$ cat config.mk
export PLATFORM = sky130hd
export DESIGN_NAME = pulse_width_apodizer_top
export DESIGN_NICKNAME = d
export VERILOG_FILES = /design/src/rtl/pwa_pkg.sv /design/src/rtl/pwa_ram.sv /design/src/rtl/pwa_mul_unit.sv /design/src/rtl/pulse_width_apodizer_top.sv
export SDC_FILE = /design/constraint.sdc
export NUM_CORES = 2
export LEC_CHECK = 0
export BUFFER_PORTS_ARGS = -buffer_cell sky130_fd_sc_hd__buf_2
export CORE_ASPECT_RATIO = 1.1
export CORE_MARGIN = 2
export CORE_UTILIZATION = 45
export CTS_BUF_LIST = sky130_fd_sc_hd__clkbuf_16
export DETAILED_ROUTE_END_ITERATION = 10
export PLACE_DENSITY_LB_ADDON = 0.3
export SLEW_MARGIN = 15
export SYNTH_ARGS = -nofsm -noshare
export SYNTH_HDL_FRONTEND = slang
export SYNTH_HIERARCHICAL = 1
export SYNTH_SLANG_ARGS = --single-unit
$ cat constraint.sdc
create_clock -name clock -period 15.71 [get_ports clock]
set_input_delay 1.571 -clock clock [delete_from_list [all_inputs] [get_ports clock]]
set_output_delay 1.571 -clock clock [all_outputs]
set_load 0.1 [all_outputs]
$ cat src/rtl/pwa_pkg.sv
// shared types, widths and codes of the pulse width apodizer
`default_nettype none

package pwa_pkg;

   // column size and derived widths
   localparam int MAX_SAMPLES = 1024;
   localparam int ADDR_W      = $clog2(MAX_SAMPLES);
   localparam int POS_W       = $clog2(MAX_SAMPLES + 1);

   // field widths
   localparam int CMD_W    = 2;
   localparam int SAMPLE_W = 16;
   localparam int IDX_W    = 10;
   localparam int OUT_W    = 2;
   localparam int CFG_W    = 16;
   localparam int CSR_IDX_W = 1;

   // arithmetic widths
   localparam int MAG_W      = SAMPLE_W + 1;
   localparam int PROD_W     = 2 * MAG_W;
   localparam int ACC_W      = PROD_W + CFG_W + 1;
   localparam int ENERGY_W   = 32;
   localparam int DPROD_W    = CFG_W + ENERGY_W;
   localparam int TERM_SHIFT = 31;
   localparam int TERM_W     = ACC_W - TERM_SHIFT;
   localparam int WIDTH_SHIFT = 30;
   localparam int WRAW_W     = DPROD_W + 1 - WIDTH_SHIFT;
   localparam int HALF_W     = ENERGY_W / 2;

   // rounding constant for the width product
   localparam logic [DPROD_W:0] ROUND_HALF = (DPROD_W + 1)'(64'd1 << (WIDTH_SHIFT - 1));

   // register indexes and reset values
   localparam logic [CSR_IDX_W-1:0] CSR_WEIGHT = 1'b0;
   localparam logic [CSR_IDX_W-1:0] CSR_DUTY   = 1'b1;
   localparam logic [CFG_W-1:0] WEIGHT_RESET = 16'd32768;
   localparam logic [CFG_W-1:0] DUTY_RESET   = 16'd16384;

   // trinary codes, also the pulse sign
   localparam logic [OUT_W-1:0] SIGN_NONE = 2'b00;
   localparam logic [OUT_W-1:0] SIGN_POS  = 2'b01;
   localparam logic [OUT_W-1:0] SIGN_NEG  = 2'b11;

   typedef enum logic [CMD_W-1:0] {
      CMD_PUSH   = 2'd0,
      CMD_FINISH = 2'd1,
      CMD_READ   = 2'd2,
      CMD_NOP    = 2'd3
   } cmd_type;

   typedef enum logic [3:0] {
      ST_IDLE,
      ST_DECODE,
      ST_E0,
      ST_E1,
      ST_E2,
      ST_E3,
      ST_E4,
      ST_W0,
      ST_W1,
      ST_W2,
      ST_W3,
      ST_W4,
      ST_W5,
      ST_FILL,
      ST_COMMIT,
      ST_READ_OUT
   } state_type;

   typedef enum logic [1:0] {
      ACC_HOLD,
      ACC_LOAD,
      ACC_ADD
   } acc_op_type;

   typedef enum logic [1:0] {
      SH_0,
      SH_16,
      SH_17
   } shift_type;

   typedef struct packed {
      acc_op_type acc_op;
      shift_type  shift;
   } mul_ctl_type;

endpackage

`default_nettype wire

$ cat src/rtl/pwa_ram.sv
// generic single write, single read ram with registered read data
`default_nettype none

module pwa_ram #(
   parameter int WIDTH = 2,
   parameter int DEPTH = 1024
) (
   input  wire logic                     clock,
   input  wire logic                     wr_en,
   input  wire logic [$clog2(DEPTH)-1:0] wr_addr,
   input  wire logic [WIDTH-1:0]         wr_data,
   input  wire logic                     rd_en,
   input  wire logic [$clog2(DEPTH)-1:0] rd_addr,
   output logic      [WIDTH-1:0]         rd_data
);

   logic [WIDTH-1:0] mem_ff [DEPTH];
   logic [WIDTH-1:0] rd_data_ff;

   // write port and registered read port
   always_ff @(posedge clock) begin
      if (wr_en) begin
         mem_ff[wr_addr] <= wr_data;
      end
      if (rd_en) begin
         rd_data_ff <= mem_ff[rd_addr];
      end
   end

   assign rd_data = rd_data_ff;

endmodule

`default_nettype wire

$ cat src/rtl/pwa_mul_unit.sv
// shared 17x17 multiplier with registered product and shifting accumulator
`default_nettype none

module pwa_mul_unit import pwa_pkg::*; (
   input  wire logic              clock,
   input  wire mul_ctl_type       ctl,
   input  wire logic [MAG_W-1:0]  op_a,
   input  wire logic [MAG_W-1:0]  op_b,
   output logic      [PROD_W-1:0] prod,
   output logic      [ACC_W-1:0]  acc
);

   logic [PROD_W-1:0] prod_ff;
   logic [PROD_W-1:0] prod_in;
   logic [ACC_W-1:0]  acc_ff;
   logic [ACC_W-1:0]  acc_in;
   logic [ACC_W-1:0]  prod_ext;
   logic [ACC_W-1:0]  shifted;

   // product of the current operands
   assign prod_in  = PROD_W'(op_a * op_b);
   assign prod_ext = ACC_W'(prod_ff);

   // align the previous product
   always_comb begin
      case (ctl.shift)
         SH_0:    shifted = prod_ext;
         SH_16:   shifted = prod_ext << 16;
         SH_17:   shifted = prod_ext << 17;
         default: shifted = prod_ext;
      endcase
   end

   // accumulator update
   always_comb begin
      case (ctl.acc_op)
         ACC_HOLD: acc_in = acc_ff;
         ACC_LOAD: acc_in = shifted;
         ACC_ADD:  acc_in = acc_ff + shifted;
         default:  acc_in = acc_ff;
      endcase
   end

   always_ff @(posedge clock) begin
      prod_ff <= prod_in;
      acc_ff  <= acc_in;
   end

   assign prod = prod_ff;
   assign acc  = acc_ff;

endmodule

`default_nettype wire

$ cat src/rtl/pulse_width_apodizer_top.sv
// Pulse width apodizer: turns one element's pushed waveform into trinary pulses.
// A request is taken on a clock edge with start high and busy low; busy stays high
// until the request is done. A read returns its value on rsp_out_value with rsp_valid
// high for one cycle, in ST_READ_OUT after the memory read of ST_DECODE; the receiver
// cannot stall it. States per request: read ST_DECODE, ST_READ_OUT; unused command or
// push into a full column ST_DECODE alone; finish with no open pulse, or push that
// opens a pulse or continues nothing, ST_DECODE, ST_COMMIT; push inside a pulse adds
// ST_E0-E4 (a 17x17 multiplier shared for square, weight and duty products); a request
// ending a pulse adds ST_W0-W5, then ST_FILL for a nonzero width, as memory takes one write per cycle.
// Registers may be written only while busy is low.
`default_nettype none

module pulse_width_apodizer_top import pwa_pkg::*; (
   input  wire logic                        clock,
   input  wire logic                        reset,
   input  wire logic                        start,
   output logic                             busy,
   input  wire logic        [CMD_W-1:0]     req_cmd,
   input  wire logic signed [SAMPLE_W-1:0]  req_sample_value,
   input  wire logic        [IDX_W-1:0]     req_read_index,
   output logic                             rsp_valid,
   output logic signed      [OUT_W-1:0]     rsp_out_value,
   input  wire logic                        csr_wr_en,
   input  wire logic        [CSR_IDX_W-1:0] csr_index,
   input  wire logic        [CFG_W-1:0]     csr_wdata
);

   // control and architectural state
   state_type           state_ff, state_in;
   logic [POS_W-1:0]    position_ff, position_in;
   logic [ADDR_W-1:0]   start_ff, start_in;
   logic [OUT_W-1:0]    sign_ff, sign_in;
   logic [SAMPLE_W-1:0] prev_ff, prev_in;
   logic [ENERGY_W-1:0] energy_ff, energy_in;
   logic [CFG_W-1:0]    weight_ff, weight_in;
   logic [CFG_W-1:0]    duty_ff, duty_in;

   // request and working registers
   cmd_type             cmd_ff;
   logic [SAMPLE_W-1:0] sample_ff;
   logic [IDX_W-1:0]    idx_ff;
   logic [MAG_W-1:0]    mag_ff, mag_in;
   logic [MAG_W-1:0]    sq_hi_ff, sq_hi_in;
   logic [WRAW_W-1:0]   wraw_ff, wraw_in;
   logic [POS_W-1:0]    span_ff, span_in;
   logic [POS_W-1:0]    width_ff, width_in;
   logic [ADDR_W-1:0]   fill_addr_ff, fill_addr_in;
   logic [POS_W-1:0]    fill_cnt_ff, fill_cnt_in;

   // datapath helpers
   logic                accept;
   logic                full;
   logic [OUT_W-1:0]    sgn_now;
   logic [MAG_W-1:0]    sum;
   logic [ENERGY_W:0]   energy_sum;
   logic [DPROD_W:0]    round_sum;
   logic [POS_W-1:0]    gap;
   logic [POS_W-1:0]    first;
   logic                rd_oor;

   // memory and multiplier hookup
   logic                ram_we;
   logic [ADDR_W-1:0]   ram_waddr;
   logic [OUT_W-1:0]    ram_wdata;
   logic                ram_re;
   logic [ADDR_W-1:0]   ram_raddr;
   logic [OUT_W-1:0]    ram_rdata;
   mul_ctl_type         mul_ctl;
   logic [MAG_W-1:0]    mul_a;
   logic [MAG_W-1:0]    mul_b;
   logic [PROD_W-1:0]   mul_prod;
   logic [ACC_W-1:0]    mul_acc;

   assign busy   = (state_ff != ST_IDLE);
   assign accept = start && !busy;
   assign full   = (position_ff >= POS_W'(MAX_SAMPLES));
   assign rd_oor = ({1'b0, idx_ff} >= (IDX_W + 1)'(MAX_SAMPLES));

   // sign of the pushed sample
   always_comb begin
      if (sample_ff == '0) begin
         sgn_now = SIGN_NONE;
      end else if (sample_ff[SAMPLE_W-1]) begin
         sgn_now = SIGN_NEG;
      end else begin
         sgn_now = SIGN_POS;
      end
   end

   // sign-extended sum of previous and current sample
   assign sum = {prev_ff[SAMPLE_W-1], prev_ff} + {sample_ff[SAMPLE_W-1], sample_ff};

   // next state
   always_comb begin
      state_in = state_ff;
      case (state_ff)
         ST_IDLE: begin
            if (accept) begin
               state_in = ST_DECODE;
            end
         end
         ST_DECODE: begin
            case (cmd_ff)
               CMD_PUSH: begin
                  if (full) begin
                     state_in = ST_IDLE;
                  end else if (sgn_now == SIGN_NONE) begin
                     state_in = (sign_ff != SIGN_NONE) ? ST_W0 : ST_COMMIT;
                  end else if (sign_ff == SIGN_NONE) begin
                     state_in = ST_COMMIT;
                  end else if (sign_ff != sgn_now) begin
                     state_in = ST_W0;
                  end else begin
                     state_in = ST_E0;
                  end
               end
               CMD_FINISH: state_in = (sign_ff != SIGN_NONE) ? ST_W0 : ST_COMMIT;
               CMD_READ:   state_in = ST_READ_OUT;
               default:    state_in = ST_IDLE;
            endcase
         end
         ST_E0:       state_in = ST_E1;
         ST_E1:       state_in = ST_E2;
         ST_E2:       state_in = ST_E3;
         ST_E3:       state_in = ST_E4;
         ST_E4:       state_in = ST_COMMIT;
         ST_W0:       state_in = ST_W1;
         ST_W1:       state_in = ST_W2;
         ST_W2:       state_in = ST_W3;
         ST_W3:       state_in = ST_W4;
         ST_W4:       state_in = ST_W5;
         ST_W5:       state_in = (width_ff != '0) ? ST_FILL : ST_COMMIT;
         ST_FILL:     state_in = (fill_cnt_ff == POS_W'(1)) ? ST_COMMIT : ST_FILL;
         ST_COMMIT:   state_in = ST_IDLE;
         ST_READ_OUT: state_in = ST_IDLE;
         default:     state_in = ST_IDLE;
      endcase
   end

   // datapath, memory and multiplier controls
   always_comb begin
      position_in  = position_ff;
      start_in     = start_ff;
      sign_in      = sign_ff;
      prev_in      = prev_ff;
      energy_in    = energy_ff;
      mag_in       = mag_ff;
      sq_hi_in     = sq_hi_ff;
      wraw_in      = wraw_ff;
      span_in      = span_ff;
      width_in     = width_ff;
      fill_addr_in = fill_addr_ff;
      fill_cnt_in  = fill_cnt_ff;
      ram_we       = 1'b0;
      ram_waddr    = fill_addr_ff;
      ram_wdata    = sign_ff;
      ram_re       = 1'b0;
      ram_raddr    = ADDR_W'(idx_ff);
      mul_ctl      = '{acc_op: ACC_HOLD, shift: SH_0};
      mul_a        = mag_ff;
      mul_b        = mag_ff;
      energy_sum   = {1'b0, energy_ff} + (ENERGY_W + 1)'(mul_acc[ACC_W-1:TERM_SHIFT]);
      round_sum    = {1'b0, mul_acc[DPROD_W-1:0]} + ROUND_HALF;
      gap          = (span_ff - width_ff) >> 1;
      first        = POS_W'(start_ff) + gap;
      rsp_valid    = 1'b0;
      rsp_out_value = '0;

      case (state_ff)
         ST_DECODE: begin
            // clear own position on push if not full, start the read on read
            if (cmd_ff == CMD_PUSH && !full) begin
               ram_we    = 1'b1;
               ram_waddr = position_ff[ADDR_W-1:0];
               ram_wdata = SIGN_NONE;
            end
            if (cmd_ff == CMD_READ) begin
               ram_re = 1'b1;
            end
            mag_in = sum[MAG_W-1] ? MAG_W'(-sum) : sum;
         end
         // energy step: square, then two weight partial products, added into the saturating energy
         ST_E0: begin
            mul_a = mag_ff;
            mul_b = mag_ff;
         end
         ST_E1: begin
            mul_a    = mul_prod[MAG_W-1:0];
            mul_b    = {1'b0, weight_ff};
            sq_hi_in = mul_prod[PROD_W-1:MAG_W];
         end
         ST_E2: begin
            mul_a   = sq_hi_ff;
            mul_b   = {1'b0, weight_ff};
            mul_ctl = '{acc_op: ACC_LOAD, shift: SH_0};
         end
         ST_E3: begin
            mul_ctl = '{acc_op: ACC_ADD, shift: SH_17};
         end
         ST_E4: begin
            energy_in = energy_sum[ENERGY_W] ? '1 : energy_sum[ENERGY_W-1:0];
         end
         // pulse width: duty times energy in two halves, rounded and clamped to the pulse span
         ST_W0: begin
            mul_a = {1'b0, energy_ff[HALF_W-1:0]};
            mul_b = {1'b0, duty_ff};
         end
         ST_W1: begin
            mul_a   = {1'b0, energy_ff[ENERGY_W-1:HALF_W]};
            mul_b   = {1'b0, duty_ff};
            mul_ctl = '{acc_op: ACC_LOAD, shift: SH_0};
         end
         ST_W2: begin
            mul_ctl = '{acc_op: ACC_ADD, shift: SH_16};
         end
         ST_W3: begin
            wraw_in = round_sum[DPROD_W:WIDTH_SHIFT];
         end
         ST_W4: begin
            span_in  = position_ff - POS_W'(start_ff);
            width_in = (wraw_ff > WRAW_W'(span_in)) ? span_in : POS_W'(wraw_ff);
         end
         ST_W5: begin
            fill_addr_in = first[ADDR_W-1:0];
            fill_cnt_in  = width_ff;
         end
         // write the centred run of the sign
         ST_FILL: begin
            ram_we       = 1'b1;
            ram_waddr    = fill_addr_ff;
            ram_wdata    = sign_ff;
            fill_addr_in = fill_addr_ff + ADDR_W'(1);
            fill_cnt_in  = fill_cnt_ff - POS_W'(1);
         end
         // update the pulse tracking state
         ST_COMMIT: begin
            case (cmd_ff)
               CMD_PUSH: begin
                  if (sgn_now == SIGN_NONE) begin
                     if (sign_ff != SIGN_NONE) begin
                        sign_in   = SIGN_NONE;
                        start_in  = position_ff[ADDR_W-1:0];
                        energy_in = '0;
                     end
                  end else if (sign_ff != sgn_now) begin
                     sign_in   = sgn_now;
                     start_in  = position_ff[ADDR_W-1:0];
                     energy_in = '0;
                  end
                  prev_in     = sample_ff;
                  position_in = position_ff + POS_W'(1);
               end
               CMD_FINISH: begin
                  position_in = '0;
                  start_in    = '0;
                  sign_in     = SIGN_NONE;
                  prev_in     = '0;
                  energy_in   = '0;
               end
               default: begin
                  position_in = position_ff;
               end
            endcase
         end
         ST_READ_OUT: begin
            rsp_valid     = 1'b1;
            rsp_out_value = rd_oor ? $signed(SIGN_NONE) : $signed(ram_rdata);
         end
         default: begin
            mul_ctl = '{acc_op: ACC_HOLD, shift: SH_0};
         end
      endcase
   end

   // register writes
   assign weight_in = (csr_wr_en && csr_index == CSR_WEIGHT) ? csr_wdata : weight_ff;
   assign duty_in   = (csr_wr_en && csr_index == CSR_DUTY) ? csr_wdata : duty_ff;

   // control and architectural registers
   always_ff @(posedge clock) begin
      if (reset) begin
         state_ff    <= ST_IDLE;
         position_ff <= '0;
         start_ff    <= '0;
         sign_ff     <= SIGN_NONE;
         prev_ff     <= '0;
         energy_ff   <= '0;
         weight_ff   <= WEIGHT_RESET;
         duty_ff     <= DUTY_RESET;
      end else begin
         state_ff    <= state_in;
         position_ff <= position_in;
         start_ff    <= start_in;
         sign_ff     <= sign_in;
         prev_ff     <= prev_in;
         energy_ff   <= energy_in;
         weight_ff   <= weight_in;
         duty_ff     <= duty_in;
      end
   end

   // request capture and working registers
   always_ff @(posedge clock) begin
      if (accept) begin
         cmd_ff    <= cmd_type'(req_cmd);
         sample_ff <= req_sample_value;
         idx_ff    <= req_read_index;
      end
      mag_ff       <= mag_in;
      sq_hi_ff     <= sq_hi_in;
      wraw_ff      <= wraw_in;
      span_ff      <= span_in;
      width_ff     <= width_in;
      fill_addr_ff <= fill_addr_in;
      fill_cnt_ff  <= fill_cnt_in;
   end

   pwa_mul_unit u_mul (
      .clock (clock),
      .ctl   (mul_ctl),
      .op_a  (mul_a),
      .op_b  (mul_b),
      .prod  (mul_prod),
      .acc   (mul_acc)
   );

   pwa_ram #(
      .WIDTH (OUT_W),
      .DEPTH (MAX_SAMPLES)
   ) u_store (
      .clock   (clock),
      .wr_en   (ram_we),
      .wr_addr (ram_waddr),
      .wr_data (ram_wdata),
      .rd_en   (ram_re),
      .rd_addr (ram_raddr),
      .rd_data (ram_rdata)
   );

   // one result per read request
   a_rsp_single: assert property (@(posedge clock) disable iff (reset)
      rsp_valid |=> !rsp_valid)
      else $error("result strobe held for more than one cycle");

   a_rsp_from_read: assert property (@(posedge clock) disable iff (reset)
      rsp_valid |-> $past(state_ff) == ST_DECODE && cmd_ff == CMD_READ)
      else $error("result without a read request");

   // pulse writes stay inside the samples already pushed
   a_fill_range: assert property (@(posedge clock) disable iff (reset)
      state_ff == ST_FILL |-> ({1'b0, fill_addr_ff} < position_ff) && fill_cnt_ff != '0)
      else $error("pulse write outside the column");

   a_position_range: assert property (@(posedge clock) disable iff (reset)
      position_ff <= POS_W'(MAX_SAMPLES))
      else $error("position beyond column size");

   a_accept_busy: assert property (@(posedge clock) disable iff (reset)
      accept |=> busy)
      else $error("request accepted without going busy");

endmodule

`default_nettype wire

Word-level counts from Yosys, hierarchy flattened:

Memory sizes are Yosys's and may differ from the RTL's. A register that Yosys moved wholly into a read port is not among the register bits.
Cells that the tools add are included.

* $mul: 1
* eq/ne operators: 29
* add/sub/neg operators: 11
* reduce and logical (&&, ||, !) cells: 25
* $lt $le $gt $ge: 2
* bitwise operators: 1
* multiplexer cells: 49

Operators by type and width (count)
* $pmux 51 s2: 2
* $mux 32: 4
* $pmux 32 s2: 2
* $pmux 17 s4: 1
* $pmux 4 s15: 1
* $add 51x51->51: 1
* $mux 10: 5
* $add 48x30->49 const B: 1
* $pmux 11 s2: 2
* $pmux 10 s2: 2
* $mul 17x17->34: 1
* $pmux 17 s2: 1
* $add 32x20->33: 1
* $eq 4x4->1 const B: 8
* $pmux 16 s2: 1
* $pmux 4 s3: 2
* $mux 2: 10
* $mux 4: 5
* $gt 19x11->1: 1
* $add 16x16->17: 1
* $neg 17->17: 1
* $eq 4x3->1 const B: 4
* $logic_not 16->1: 1
* $mux 16: 1
* other kinds (32): 59

* memories kept: 1
* logic and storage cells: 140
* memory bits (writable): 2048
* bits of input ports: 49
* register bits after elaboration: 316
* output and inout port bits: 4

Memory list
* u_store.mem_ff: words 1024, width 2, rd ports 1, clocked after Yosys merged registers in 1, wr ports 1, line pwa_ram.sv:17 `logic [WIDTH-1:0] mem_ff [DEPTH];`

Logic depth before layout (Yosys ltp):

* depth after elaboration: 9
* gate-level depth with buffers: 35
* depth with buffers taken out: 31

Hierarchy:

The synthesis kept the hierarchy.

Modules (own cells, without submodules)
* pwa_ram: cells each 4793, times used 1, sequential area each 61559.0 um2, area an instance 83777.8 um2
* pwa_mul_unit: cells each 1760, times used 1, sequential area each 2212.1 um2, area an instance 15638.7 um2
* pulse_width_apodizer_top: cells each 1458, times used 1, sequential area each 5865.6 um2, area an instance 13412.9 um2

Least setup slack after synthesis:

OpenSTA, ideal clock, no wires.

* kind: register -> register
* start point: reg state_ff[3]
* end point: mem u_store.mem_ff[0][0] (data pin)
* cell stages (with the launch flop): 6
* path slack: -1493 ps
* period minus slack after synthesis: 17203 ps
* setup time: 2868 ps
* path buffers: 2
* required time: 12842 ps
* arrival time: 14335 ps
* cells stage by stage: dfxtp_1 -> clkbuf_1 -> nor3_1 -> nand2_1 -> clkbuf_1 -> and2_1

* word-level cells in the longest chain between the ends: 2

Ends and longest elaborated chain
* start: declaration: line pulse_width_apodizer_top.sv:29 `state_type state_ff, state_in;`
* start signal: assignment: line pulse_width_apodizer_top.sv:291 `state_ff <= state_in;`
* $eq 4x1->1: line pulse_width_apodizer_top.sv:169 `case (state_ff)`
* $mux 2: line pulse_width_apodizer_top.sv:169
* net ram_wdata[0]: line pulse_width_apodizer_top.sv:64 `logic [OUT_W-1:0] ram_wdata;`
* end: declaration: line pwa_ram.sv:17

The timed path passes the listed nets, and every way through them passes these cells.

Final worst setup path:

* start point: reg state_ff[2]
* end point: reg u_mul.prod_ff[26], in the netlist u_mul/prod[26]

* word-level cells in the longest chain between the ends: 4
* elaborated cells on any way between the ends: 9
* those cells by class: mul (1); eq/ne (4); mux (2); reduce/logical (2)

Ends and longest elaborated chain
* $eq 4x4->1 (tied with other cells): line pulse_width_apodizer_top.sv:169
* $reduce_or 2->1 (no line)
* $pmux 17 s2 *: line pulse_width_apodizer_top.sv:169
* net mul_b[16]: line pulse_width_apodizer_top.sv:70 `logic [MAG_W-1:0] mul_b;`
* $mul 17x17->34 *: line pwa_mul_unit.sv:21 `assign prod_in = PROD_W'(op_a * op_b);`
* net u_mul.prod_in[26]: line pwa_mul_unit.sv:14 `logic [PROD_W-1:0] prod_in;`
* end signal: assignment: line pwa_mul_unit.sv:45 `prod_ff <= prod_in;`
* end: declaration: line pwa_mul_unit.sv:13 `logic [PROD_W-1:0] prod_ff;`

Mark *: on every way through the listed nets, which the timed path passes. The rest lies on a longest branch.
A chain may end at the register's enable or synchronous reset.

==> impl_metrics.csv <==
group,metric,value,unit
grt,grt_pass1_wl,445000,µm
timing,maxSlewViolCount,0,
detailed_routing,vias,68100,
timing,rsz0062_at_grt,"false",
final_layout,drive_above_1_share,14.2,%
place,hpwl,183000,µm
place,place_worst_setup_slack,6.41,ns
clock_network,cts_max_level,4,
synthesis,syn_nets,8537,
synthesis,synth_top_area_share,59.2,%
detailed_routing,drc,0,
critical_path,crit_type,"reg2reg",
clock_network,clk_path_buf_depth,3,
detailed_routing,drt-initial-drc-count,7694,
detailed_routing,totalWireLength,303000,µm
outcome,status,"finished clean",
grt,antenna_found_initial,11,
clock_network,cts_hold_buf,0,
pwr,vdd_drop_max,855,µV
place,place.gp.congestion,0.921,
synthesis,synthTopCellsByArea,"edfxtp_1 (59%), mux4_2 (9.0%), fa_1 (4.1%), nor2_1 (4.0%), ha_1 (2.7%)",
floorplanning,initial_core_util,45.3,%
place,portBuffers,52,
synthesis,synth-xor-area-share,1.41,%
clock_network,cts_buffers,235,
floorplanning,row_count,192,
synthesis,syn-instance-count,8011,
timing,fin_ws,6.24,ns
grt,grt_overflow_total,0,
floorplanning,core_region_area,249000,µm²
synthesis,syn_area_per_cell,14.1,µm²
timing,relSlewSlack,18.5,%
clock_network,cts_post_setup_buffers_inserted,0,
timing,fmaxAchievable,106,MHz
synthesis,synth-edff-count,2225,
critical_path,crit_arrival,10.24,ns
pwr,leakage,0.0422,µW
run,drv_cap,0,
synthesis,synthMuxAreaShare,11.4,%
clock_network,clkTransAtPathRegs,0.06,ns
clock_network,cts_tree,"built",
clock_network,insertion_delay,0.89,ns
grt,grt_usage,23.6,%
detailed_routing,ant_nets,0,
synthesis,synthArstFlopShare,0,%
synthesis,synth_compound_area_share,5.99,%
final_layout,synthToLayoutAreaGrowth,9.96,%
synthesis,ys_ff_latch,2366,
timing,finalHoldWorstSlack,0.456,ns
synthesis,synth_seq_area_share,61.7,%
floorplanning,die_h,529,µm
detailed_routing,post_drt_via_cell_ratio,5.97,
floorplanning,dieArea,255000,µm²
critical_path,cp_data_required_time,16.47,ns
synthesis,yosysTopAreaCell,"edfxtp_1",
synthesis,synth_area,113000,µm²
synthesis,yosysWarningCount,6,
timing,finalHoldViolCount,0,
clock_network,ctsRootBufferMaster,"clkbuf_16",
timing,setup_viol,0,
clock_network,cts_resized,0,
detailed_routing,firstDrtPassIters,8,
critical_path,start_kind,"register",
timing,clock-skew-final,0.0666,ns
floorplanning,dieWidth,481,µm
worst_hold_path,min_path_type,"reg2reg",
synthesis,yosys_most_used_dff,"edfxtp_1",
final_layout,final_common_cell,"edfxtp_1",
final_layout,final_cell_mix,"edfxtp_1 (2,225), nor2_1 (1,197), nand2_1 (527), mux4_2 (449), inv_1 (425)",
final_layout,final_nets,8429,
synthesis,synth_top_family_by_area,"multiplexers",
timing,min_period_over_period,60.3,%
pwr,powerDensity,189,nW/µm²
detailed_routing,routedWlPerCell,26.6,µm
critical_path,crit_path_end_kind,"register",
synthesis,synthAdderAreaFrac,6.82,%
critical_path,path_max_fanout,35,
grt,grt_pass1_vias,68400,
synthesis,ys_types,104,
timing,setup_tns,0,ns
timing,worst_pin_slew,1.22,ns
final_layout,fillerInstances,20900,
clock_network,cts_sinks,2366,
grt,grt_max_degree,272,
synthesis,yosys.area_share.simple,9.09,%
floorplanning,pin_count,53,
timing,layout_min_cycle_time,9.47,ns
## cells in the mapped netlist, drive strengths merged (15+ instances only)
| cell type | number |
|---|---|
| buf | 173 |
| nand4 | 38 |
| edfxtp | 2225 |
| a22o | 33 |
| and3 | 31 |
| xnor2 | 113 |
| a21oi | 266 |
| a221oi | 21 |
| and2 | 163 |
| o221ai | 84 |
| o21ai | 179 |
| a211oi | 24 |
| xor2 | 67 |
| nand3 | 97 |
| o211ai | 15 |
| clkbuf | 351 |
| nor2 | 1200 |
| or3 | 17 |
| a21o | 72 |
| a22oi | 111 |
| nor2b | 43 |
| nand2b | 29 |
| o21a | 17 |
| nand2 | 549 |
| fa | 230 |
| ha | 247 |
| a31oi | 20 |
| nor3 | 84 |
| inv | 383 |
| nor4 | 31 |
| nand3b | 15 |
| dfxtp | 141 |
| o21bai | 23 |
| mux4 | 449 |
| mux2i | 211 |
| mux2 | 60 |
| o22ai | 62 |
## final timing paths
check | endpoint | start | cells after the start | slack, ns
setup / recovery | u_mul/prod[26] | state_ff[2] | 27 | 6.24
hold / removal | weight_ff[11] | weight_ff[11] | 2 | 0.46
setup reg to reg | u_mul/prod[26] | state_ff[2] | 27 | 6.24
hold reg to reg | weight_ff[11] | weight_ff[11] | 2 | 0.46
## power breakdown
group / internal, µW / leakage, µW / total (µW) / switching, µW
sequential: 7070 / 0.0217 / 7210 / 139
combinational: 4370 / 0.0165 / 10600 / 6200
clock: 3200 / 0.00399 / 5640 / 2440
## metal layers
metal / track usage (%) / wire [µm]
met2: 40.3 / 153000
met3: 3.14 / 21700
met4: 9.10 / 12300
met1: 30.6 / 116000
met5: 0 / 9
## metrics by stage
step | instance area (µm²) | instances | utilization, % | power [µW]
2_1_floorplan | 113000 | 8011 | - | 15000
3_3_place_gp | 116000 | 11000 | 46.6 | 17800
3_5_place_dp | 116000 | 11000 | 46.6 | 17900
4_1_cts | 124000 | 11400 | 49.8 | 23500
5_1_grt | 124000 | 11400 | 49.8 | 25000
6_report | 124000 | 11400 | 49.8 | 23400
## cells by family (layout without fill, tap and decap cells)
family                   Yosys count  after routing
XOR/XNOR                         180            180
AND/OR/NAND/NOR                 2352           2352
multiplexers                     720            720
adder cells (fa/ha/maj)          477            477
AO/OA/AOI/OAI                   1008           1008
buffers and inverters            908           1005
other                              0              5
flip-flops                      2366           2366
## worst max-delay path, stage by stage (launching register included)
cell       delay, ns
dfxtp_1         0.60
nand2b_1        0.32
nor2_2          0.05
buf_4           0.26
or2_2           0.50
nor2_1          0.83
and2_1          0.72
a221oi_1        0.12
inv_1           0.52
nand2_1         0.15
fa_1            0.50
fa_1            0.41
fa_1            0.50
inv_1           0.05
fa_1            0.47
fa_1            0.55
inv_1           0.08
fa_1            0.60
inv_1           0.06
ha_1            0.35
and3_1          0.22
o2111ai_1       0.12
and3b_1         0.22
a21oi_1         0.11
or2_2           0.33
nor2b_1         0.15
o41ai_1         0.35
xnor2_1         0.17
## flip-flops by register name, indices dropped and copies added, names as in the netlist, 4 cells and up
register,cells
u_store/mem_ff,2048
u_mul/acc,51
u_mul/prod,34
energy_ff,32
wraw_ff,19
mag_ff,17
sq_hi_ff,17
duty_ff,16
prev_ff,16
sample_ff,16
weight_ff,16
fill_cnt_ff,11
position_ff,11
span_ff,11
width_ff,11
fill_addr_ff,10
idx_ff,10
start_ff,10
state_ff,4
## cell type report
| type | instances | area [µm²] | area share [%] |
|---|---|---|---|
| sequential | 2366 | 69600 | 56.1 |
| multi-input combinational | 4737 | 39700 | 32.0 |
| clock buffer | 236 | 5910 | 4.76 |
| tap | 3298 | 4130 | 3.33 |
| clock inverter | 206 | 1950 | 1.57 |
| inverter | 384 | 1450 | 1.16 |
| timing repair buffer | 179 | 1330 | 1.08 |
| antenna | 5 | 12.5 | 0.0101 |
Power figures use the tool's default switching activity.
